**src/hdl/cxpc_pkg.sv**
```systemverilog
`timescale 1ns / 1ps
// Shared types, constants and the xorshift step for the chained xorshift packet cipher.
// No dependencies; imported by every module of the block.
package cxpc_pkg;

	localparam int unsigned DATA_W        = 64;
	localparam int unsigned SEQ_W         = 16;
	localparam int unsigned TS_W          = 32;
	localparam int unsigned SEED_W        = 32;
	localparam int unsigned BYTE_W        = 8;
	localparam int unsigned APB_DATA_W    = 32;
	localparam int unsigned APB_ADDR_W    = 4;
	localparam int unsigned MAX_BYTES     = 8;
	localparam int unsigned PAYLOAD_BYTES_DEF = 8;

	localparam logic [SEED_W-1:0] SEQ_MIX = 32'h045D_9F3B;

	typedef enum logic [1:0] {
		REG_CIPHER_KEY  = 2'd0,
		REG_INIT_VECTOR = 2'd1,
		REG_WEYL_INCR   = 2'd2
	} cxpc_reg_t;

	typedef struct packed {
		logic [SEED_W-1:0] cipher_key;
		logic [BYTE_W-1:0] init_vector;
		logic [SEED_W-1:0] weyl_increment;
	} cxpc_cfg_t;

	typedef struct packed {
		logic              dec;
		logic [SEED_W-1:0] seed;
		logic [BYTE_W-1:0] chain;
		logic [DATA_W-1:0] data;
	} cxpc_lane_t;

	function automatic logic [SEED_W-1:0] xorshift(input logic [SEED_W-1:0] s);
		logic [SEED_W-1:0] t;
		t = s ^ (s << 13);
		t = t ^ (t >> 17);
		t = t ^ (t << 5);
		return t;
	endfunction

endpackage

```
**src/hdl/chained_xorshift_packet_cipher_core.sv**
```systemverilog
`timescale 1ns / 1ps
// Chained xorshift packet cipher, top level.
// Throughput: one request per cycle while in_stall is low; one seed stage (16x32 multiply) then one stage per byte.
// Stalls back up stage by stage; bubbles are squeezed out, nothing is dropped or repeated.
// Reset clears all stage valid bits and sets the three config registers to zero.
module chained_xorshift_packet_cipher_core
	import cxpc_pkg::*;
#(
	parameter int unsigned PAYLOAD_BYTES = PAYLOAD_BYTES_DEF
) (
	input  logic                  clk,
	input  logic                  arst_n,
	input  logic                  psel,
	input  logic                  penable,
	input  logic                  pwrite,
	input  logic [APB_ADDR_W-1:0] paddr,
	input  logic [APB_DATA_W-1:0] pwdata,
	output logic [APB_DATA_W-1:0] prdata,
	output logic                  pready,
	input  logic                  in_valid,
	output logic                  in_stall,
	input  logic                  op,
	input  logic [SEQ_W-1:0]      seq_id,
	input  logic [TS_W-1:0]       timestamp,
	input  logic [DATA_W-1:0]     payload_in,
	output logic                  out_valid,
	input  logic                  out_stall,
	output logic [DATA_W-1:0]     payload_out
);

	localparam int unsigned NB = (PAYLOAD_BYTES > MAX_BYTES) ? MAX_BYTES :
	                             (PAYLOAD_BYTES < 1) ? 1 : PAYLOAD_BYTES;

	cxpc_cfg_t  cfg;
	cxpc_lane_t lane  [NB+1];
	logic       vld   [NB+1];
	logic       stl   [NB+1];

	cxpc_regs u_regs (
		.clk     (clk),
		.arst_n  (arst_n),
		.psel    (psel),
		.penable (penable),
		.pwrite  (pwrite),
		.paddr   (paddr),
		.pwdata  (pwdata),
		.prdata  (prdata),
		.pready  (pready),
		.cfg     (cfg)
	);

	cxpc_seed u_seed (
		.clk        (clk),
		.arst_n     (arst_n),
		.cfg        (cfg),
		.valid_in   (in_valid),
		.stall_out  (in_stall),
		.op         (op),
		.seq_id     (seq_id),
		.timestamp  (timestamp),
		.payload_in (payload_in),
		.valid_out  (vld[0]),
		.stall_in   (stl[0]),
		.lane_out   (lane[0])
	);

	for (genvar k = 0; k < NB; k++) begin : g_round
		cxpc_round #(
			.BYTE_IDX (k)
		) u_round (
			.clk       (clk),
			.arst_n    (arst_n),
			.cfg       (cfg),
			.valid_in  (vld[k]),
			.stall_out (stl[k]),
			.lane_in   (lane[k]),
			.valid_out (vld[k+1]),
			.stall_in  (stl[k+1]),
			.lane_out  (lane[k+1])
		);
	end

	assign stl[NB]     = out_stall;
	assign out_valid   = vld[NB];
	assign payload_out = lane[NB].data;

endmodule

```
**src/hdl/cxpc_regs.sv**
```systemverilog
`timescale 1ns / 1ps
// APB configuration registers: key, initial chain byte, Weyl increment.
// Depends on cxpc_pkg.
module cxpc_regs
	import cxpc_pkg::*;
(
	input  logic                  clk,
	input  logic                  arst_n,
	input  logic                  psel,
	input  logic                  penable,
	input  logic                  pwrite,
	input  logic [APB_ADDR_W-1:0] paddr,
	input  logic [APB_DATA_W-1:0] pwdata,
	output logic [APB_DATA_W-1:0] prdata,
	output logic                  pready,
	output cxpc_cfg_t             cfg
);

	logic [SEED_W-1:0] key_q;
	logic [BYTE_W-1:0] iv_q;
	logic [SEED_W-1:0] weyl_q;
	logic              wr_en;
	cxpc_reg_t         reg_sel;

	assign pready  = 1'b1;
	assign wr_en   = psel && penable && pwrite;
	assign reg_sel = cxpc_reg_t'(paddr[APB_ADDR_W-1:2]);

	always_ff @(posedge clk or negedge arst_n) begin
		if (!arst_n) begin
			key_q  <= '0;
			iv_q   <= '0;
			weyl_q <= '0;
		end else if (wr_en) begin
			case (reg_sel)
				REG_CIPHER_KEY:  key_q  <= pwdata[SEED_W-1:0];
				REG_INIT_VECTOR: iv_q   <= pwdata[BYTE_W-1:0];
				REG_WEYL_INCR:   weyl_q <= pwdata[SEED_W-1:0];
				default: ;
			endcase
		end
	end

	always_comb begin
		case (reg_sel)
			REG_CIPHER_KEY:  prdata = APB_DATA_W'(key_q);
			REG_INIT_VECTOR: prdata = APB_DATA_W'(iv_q);
			REG_WEYL_INCR:   prdata = APB_DATA_W'(weyl_q);
			default:         prdata = '0;
		endcase
	end

	assign cfg.cipher_key     = key_q;
	assign cfg.init_vector    = iv_q;
	assign cfg.weyl_increment = weyl_q;

endmodule

```
**src/hdl/cxpc_seed.sv**
```systemverilog
`timescale 1ns / 1ps
// First pipeline stage: seed = key ^ (seq_id * mix) ^ timestamp, initial chain byte.
// Depends on cxpc_pkg.
module cxpc_seed
	import cxpc_pkg::*;
(
	input  logic              clk,
	input  logic              arst_n,
	input  cxpc_cfg_t         cfg,
	input  logic              valid_in,
	output logic              stall_out,
	input  logic              op,
	input  logic [SEQ_W-1:0]  seq_id,
	input  logic [TS_W-1:0]   timestamp,
	input  logic [DATA_W-1:0] payload_in,
	output logic              valid_out,
	input  logic              stall_in,
	output cxpc_lane_t        lane_out
);

	logic              valid_s1;
	cxpc_lane_t        lane_s1;
	logic              en;
	logic [SEED_W-1:0] mix;

	assign en        = !valid_s1 || !stall_in;
	assign stall_out = !en;
	assign mix       = SEED_W'(seq_id) * SEQ_MIX;

	always_ff @(posedge clk or negedge arst_n) begin
		if (!arst_n) begin
			valid_s1 <= 1'b0;
		end else if (en) begin
			valid_s1 <= valid_in;
		end
	end

	always_ff @(posedge clk) begin
		if (en && valid_in) begin
			lane_s1.dec   <= op;
			lane_s1.seed  <= cfg.cipher_key ^ mix ^ timestamp;
			lane_s1.chain <= cfg.init_vector ^ seq_id[BYTE_W-1:0];
			lane_s1.data  <= payload_in;
		end
	end

	assign valid_out = valid_s1;
	assign lane_out  = lane_s1;

endmodule

```
**src/hdl/cxpc_round.sv**
```systemverilog
`timescale 1ns / 1ps
// One byte round stage: xorshift + Weyl step, keystream XOR, chain update.
// Depends on cxpc_pkg.
module cxpc_round
	import cxpc_pkg::*;
#(
	parameter int unsigned BYTE_IDX = 0
) (
	input  logic       clk,
	input  logic       arst_n,
	input  cxpc_cfg_t  cfg,
	input  logic       valid_in,
	output logic       stall_out,
	input  cxpc_lane_t lane_in,
	output logic       valid_out,
	input  logic       stall_in,
	output cxpc_lane_t lane_out
);

	localparam int unsigned LO = BYTE_IDX * BYTE_W;

	logic              valid_s1;
	cxpc_lane_t        lane_s1;
	logic              en;
	logic [SEED_W-1:0] seed_nxt;
	logic [BYTE_W-1:0] b;
	logic [BYTE_W-1:0] o;
	cxpc_lane_t        lane_nxt;

	assign en        = !valid_s1 || !stall_in;
	assign stall_out = !en;

	always_comb begin
		seed_nxt             = xorshift(lane_in.seed) + cfg.weyl_increment;
		b                    = lane_in.data[LO +: BYTE_W];
		o                    = seed_nxt[BYTE_W-1:0] ^ lane_in.chain ^ b;
		lane_nxt             = lane_in;
		lane_nxt.seed        = seed_nxt;
		lane_nxt.chain       = lane_in.dec ? b : o;
		lane_nxt.data[LO +: BYTE_W] = o;
	end

	always_ff @(posedge clk or negedge arst_n) begin
		if (!arst_n) begin
			valid_s1 <= 1'b0;
		end else if (en) begin
			valid_s1 <= valid_in;
		end
	end

	always_ff @(posedge clk) begin
		if (en && valid_in) begin
			lane_s1 <= lane_nxt;
		end
	end

	assign valid_out = valid_s1;
	assign lane_out  = lane_s1;

endmodule

```
**config.mk**
```make
export PLATFORM = sky130hd
export DESIGN_NAME = chained_xorshift_packet_cipher_core
export DESIGN_NICKNAME = d
export VERILOG_FILES = /design/src/hdl/cxpc_pkg.sv /design/src/hdl/chained_xorshift_packet_cipher_core.sv /design/src/hdl/cxpc_regs.sv /design/src/hdl/cxpc_seed.sv /design/src/hdl/cxpc_round.sv
export SDC_FILE = /design/constraint.sdc
export NUM_CORES = 2
export LEC_CHECK = 0
export ABC_AREA = 1
export BUFFER_PORTS_ARGS = -buffer_cell sky130_fd_sc_hd__buf_2
export CAP_MARGIN = 20
export CORE_ASPECT_RATIO = 0.75
export CORE_MARGIN = 2
export CORE_UTILIZATION = 55
export DETAILED_ROUTE_END_ITERATION = 8
export PLACE_DENSITY = 0.72
export SETUP_SLACK_MARGIN = 0.4
export SLEW_MARGIN = 20
export SYNTH_ARGS = -nofsm -noshare
export SYNTH_HDL_FRONTEND = slang
export SYNTH_SLANG_ARGS = --single-unit
```
**constraint.sdc**
```tcl
create_clock -name clk -period 13.49 [get_ports clk]
set_input_delay 2.698 -clock clk [delete_from_list [all_inputs] [get_ports clk]]
set_output_delay 2.698 -clock clk [all_outputs]
set_load 0.05 [all_outputs]
```
# [Yosys cells after proc, flatten, opt, wreduce, memory -nomap -nowiden]
# Index checks and enable logic that the tools add are counted.
# W data, S select, Z words.
[totals] wordCells=141 ff_bits=977
[op_classes] muxes=8 n_mul=1 bitwise_logic=43 eq_ne=2 n_addsub=8 reduce_logical=35
[op_table] op="$xor A32 B32 Y32" n=15
[op_table] op="$add A32 B32 Y32" n=6
[op_table] op="$xor A32 B15 Y32" n=6
[op_table] op="$xor A8 B8 Y8" n=19
[op_table] op="$pmux W32 S3" n=1
[op_table] op="$mux W8" n=7
[op_table] op="$xor A25 B25 Y25" n=2
[op_table] op="$mul A16 B27 Y32 const B" n=1
[op_table] op="$add A25 B25 Y25" n=1
[op_table] op="$xor A25 B15 Y25" n=1
[op_table] op="$logic_and A1 B1 Y1" n=11
[op_table] op="$logic_not A1 Y1" n=11
[op_table] op="$logic_or A1 B1 Y1" n=9
[op_table] op="$add A8 B8 Y8" n=1
[op_table] op="$reduce_and A2 Y1" n=3
[op_table] op="$eq A2 B1 Y1 const B" n=1
[op_table] op="$eq A2 B2 Y1 const B" n=1
[op_table] op="$logic_not A2 Y1" n=1

# [Longest topological paths before layout]
[depth] depth_word=11 ltp_mapped=24 mapped_depth_nobuf=24

# [Modules after synthesis]
# A second synthesis with hierarchy kept.
[unflattened] cells_unflattened=7844 area_unflattened_um2=68227.9
[modules_own_cells] mod="cxpc_round (g_round[3].u_round ...)" cells_per_inst=790 area_per_inst_um2=6806.5 n_inst=5 seq_area_each_um2=3178.0
[modules_own_cells] mod="cxpc_seed" cells_per_inst=1090 area_per_inst_um2=10802.9 n_inst=1 seq_area_each_um2=3178.0
[modules_own_cells] mod="cxpc_round (g_round[2].u_round)" cells_per_inst=791 area_per_inst_um2=6792.8 n_inst=1 seq_area_each_um2=3178.0
[modules_own_cells] mod="cxpc_round (g_round[1].u_round)" cells_per_inst=791 area_per_inst_um2=6702.7 n_inst=1 seq_area_each_um2=3178.0
[modules_own_cells] mod="cxpc_round (g_round[0].u_round)" cells_per_inst=792 area_per_inst_um2=6701.4 n_inst=1 seq_area_each_um2=3178.0
[modules_own_cells] mod="cxpc_regs" cells_per_inst=430 area_per_inst_um2=3195.6 n_inst=1 seq_area_each_um2=1801.7

# [Least setup slack after synthesis]
# OpenSTA, ideal clock, no wires.
[synth_path] path_type="input -> register" start="input out_stall" end="register g_round[5].u_round.lane_s1 (netlist bit g_round[5].u_round.lane_out[0]) (enable)" stages=3 arrival_ns=8.014 required_time_ns=12.859 path_slack_ns=4.845 path_buffers=0 setup_time_ns=0.631 path_cell_list="nand2_1 inv_1 a31oi_1"
[synth_via] elab_chain_len=5
[synth_lines] element="from (decl)" line_no="chained_xorshift_packet_cipher_core.sv:27" rtl="input logic out_stall,"
[synth_lines] element="$logic_not A1 Y1" line_no="cxpc_round.sv:30" rtl="assign en = !valid_s1 || !stall_in;"
[synth_lines] element="$logic_or A1 B1 Y1 (3 in a row)" line_no="cxpc_round.sv:30"
[synth_lines] element="$logic_and A1 B1 Y1" line_no="cxpc_round.sv:52" rtl="if (en && valid_in) begin"
[synth_lines] element="to (signal assigned)" line_no="cxpc_round.sv:53" rtl="lane_s1 <= lane_nxt;"
[synth_lines] element="to (decl)" line_no="cxpc_round.sv:23" rtl="cxpc_lane_t lane_s1;"
# No other way between the ends.
# A chain may end at the register's enable or synchronous reset.

# [Worst setup path in the final report]
[layout_path] start="input seq_id[4]" end="register u_seed.lane_s1 (netlist bit u_seed.lane_out[91]) (data pin)"
[layout_via] elab_chain_len=3
[layout_lines] element="from (decl)" line_no="chained_xorshift_packet_cipher_core.sv:23" rtl="input logic [SEQ_W-1:0] seq_id,"
[layout_lines] element="$mul A16 B27 Y32" line_no="cxpc_seed.sv:28" rtl="assign mix = SEED_W'(seq_id) * SEQ_MIX;"
[layout_lines] element="$xor A32 B32 Y32 (2 in a row)" line_no="cxpc_seed.sv:41" rtl="lane_s1.seed <= cfg.cipher_key ^ mix ^ timestamp;"
[layout_lines] element="to (decl)" line_no="cxpc_seed.sv:22" rtl="cxpc_lane_t lane_s1;"
# No other way between the ends.

==> qor.csv <==
stage;metric;value;unit
clock_tree;cts_resized;0;
global_routing;antenna_found_initial;8;
setup_path;slowest_stage;fa_1;
global_routing;use_met3;6.52;%
synthesis;synth_edf_count;891;
clock_tree;cts_tree;built;
placed_design;portBuffers;251;
global_routing;grt-busiest-layer;met1;
clock_tree;cts_sinks;972;
detailed_routing;post-route-drc-count;0;
setup_path;crit_fanout;7;
timing;tns;0;ns
detailed_routing;dr_total_vias;45030;
timing;worst_pin_slew;1.31;ns
synthesis;synth_top_flop_cell;edfxtp_1;
timing;fin_skew;0.0395;ns
timing;final_max_slew_viol_count;0;
synthesis;netlist_top_cells_area;edfxtp_1 44%, nand2_1 12%, inv_1 7.2%, ha_1 6.8%, xor2_1 5.7%;
clock_tree;postCtsSetupBuffers;0;
synthesis;synth.distinct_cells;47;
hold_path;min_path_type;reg2reg;
synthesis;netlist_top_cells_count;1933 x nand2_1, 1154 x inv_1, 891 x edfxtp_1;
synthesis;syn_nets;7127;
detailed_routing;routedWlPerCell;22.3;um
setup_path;crit_family;adder cells;
clock_tree;cts_buffers;92;
synthesis;yosysTopAreaCell;edfxtp_1;
detailed_routing;drt-total-wl;187;mm
timing;finalCritPeriodShare;58.4;%
floorplan;die_area;112000;um2
timing;rsz0062_at_grt;no;
detailed_routing;detail-route-antenna-nets;0;
detailed_routing;vias_per_cell;5.38;
synthesis;synthArstFlopShare;8.33;%
placed_design;place_congestion;1.00;
setup_path;cp_data_required_time;13.94;ns
clock_tree;clk_pin_slew;0.07;ns
finish;postLayoutCoreUtil;61.3;%
timing;fin_crit;7.88;ns
timing;slew_headroom;12.7;%
setup_path;path_class;in2reg;
floorplan;die_h;291;um
status;outcome;finished, final reports clean;
timing;hold_viol;0;
global_routing;met2_usage;47.0;%
synthesis;synthesis.area;60300;um2
global_routing;use_met1;53.0;%
timing;max_freq;0.127;GHz
setup_path;cp.arrival;8.33;ns
setup_path;crit_chain;buf_2, fa_1, inv_1, fa_1, fa_1, inv_1, fa_1, fa_1, inv_1, fa_1, inv_1, ha_1, nand2_1, nor2_1, nand3_1, nand3_1, nand2_1, nand2_1, nand2_1, nand2_1, inv_1;
setup_path;crit_path_end_kind;register;
clock_tree;cts_hold_buf;0;
clock_tree;clockBufferDepth;3;
synthesis;yosysTopAreaCellShare;44.4;%
finish;fillers;9314;
finish;drive_above_1_share;8.13;%
finish;area_growth;10.9;%
finish;fin_nets;7482;
floorplan;coreArea;109000;um2
floorplan;start_util;55.3;%
setup_path;critPathMaxStageDelay;0.56;ns
clock_tree;cts-root-buf;clkbuf_16;
clock_tree;clkLatencyLatePin;0.71;ns
global_routing;grt_pass1_wl;274;mm
synthesis;synth_seq_cells;972;
setup_path;cp-start-kind;input pin;
global_routing;grt_pass1_vias;42402;
detailed_routing;drt-initial-drc-count;4679;
clock_tree;h-tree-depth;3;
floorplan;fp.dieW;386;um
floorplan;num_io_pins;255;
synthesis;synthCells;6493;
synthesis;avgSynthCellArea;9.28;um2
setup_path;critPathBufInv;6;
flow_run;maxCapViolCount;0;
setup_path;critPathMostFrequentCell;fa_1;
synthesis;yosysSeqAreaShare;47.8;%
placed_design;hpwl;149;mm
global_routing;grt_overflow;0;
global_routing;grt.total_usage;33.5;%
synthesis;ys_warn_count;0;
synthesis;synthMostInstantiatedCell;nand2_1;
global_routing;grt_start_max_net_pins;73;
timing;finalSetupViolations;0;
detailed_routing;first_pass_iters;6;
floorplan;num_rows;105;
## placed cells by master, fill, tap and decap left out, types with 183 or more instances in the layout
master    synthesis  layout
nand2_1        1933    1932
inv_1          1154    1150
edfxtp_1        891     891
xor2_1          392     392
ha_1            328     328
nand3_1         315     315
nor2_1          308     302
xnor2_1         266     266
buf_2             3     250
a21oi_1         183     183
## cell families (layout without fill, tap and decap cells)
kind of cell	Yosys count	in the layout	share of synthesized area, %
fa+ha+maj	478	478	11.8
compound gates	372	372	3.42
xor+xnor	689	689	10.4
buf+inv	1187	1621	7.41
simple gates	2794	2794	19.2
flops	972	972	47.8
other cells	1	2	0.00622
## per-stage QoR
| stage | cell area (um2) | cells | setup WS [ns] | hold WS [ns] |
|---|---|---|---|---|
| after global routing | 66800 | 8371 | 5.41 | 0.396 |
| after global placement | 63600 | 8198 | 5.06 | 0.401 |
| after floorplan | 60300 | 6493 | 4.85 | 0.400 |
| final | 66800 | 8372 | 5.61 | 0.404 |
| after CTS | 66800 | 8371 | 5.82 | 0.400 |
| after detailed placement | 63600 | 8198 | 5.09 | 0.405 |
## metal layers
layer / share of wire, % / wire [um]
met5: 0.0070 / 13
met4: 2.6 / 4830
met3: 9.7 / 18200
met2: 41 / 76200
met1: 47 / 87500
## cell type report
class                      count  area [um2]  share of cell area (%)
sequential                   972       28800                    43.1
multi-input combinational   4334       27100                    40.5
inverter                    1159        4360                    6.53
clock buffer                 111        2390                    3.58
tap                         1444        1810                    2.70
timing repair buffer         289        1540                    2.31
clock inverter                62         858                    1.28
antenna                        1        2.50                 0.00374
## state kept, by name, summed over array words and instances (netlist names)
name,count
g_round.u_round.lane_out,786
u_regs.iv_q,8
g_round.u_round.valid_out,8
u_regs.weyl_q,32
u_seed.lane_out,105
u_seed.valid_out,1
u_regs.key_q,32
## path summary, 6_finish.rpt
path                                            startpoint                              end  slack (ns)  cells past startpoint
setup / recovery                                 seq_id[4]              u_seed.lane_out[91]        5.61                     21
hold / removal             g_round[5].u_round.lane_out[36]  g_round[6].u_round.lane_out[36]        0.40                      0
setup reg to reg                          u_regs.weyl_q[1]  g_round[5].u_round.lane_out[70]        9.67                     13
hold reg to reg            g_round[5].u_round.lane_out[36]  g_round[6].u_round.lane_out[36]        0.40                      0
max in group asynchronous                           arst_n                 u_regs.weyl_q[1]       10.36                      2
min in group asynchronous                           arst_n                 u_regs.key_q[30]        1.95                      1
Power is left out: the tool's default activity adds up to more than one toggle a clock period on the data nets, which glitch-free logic cannot reach.
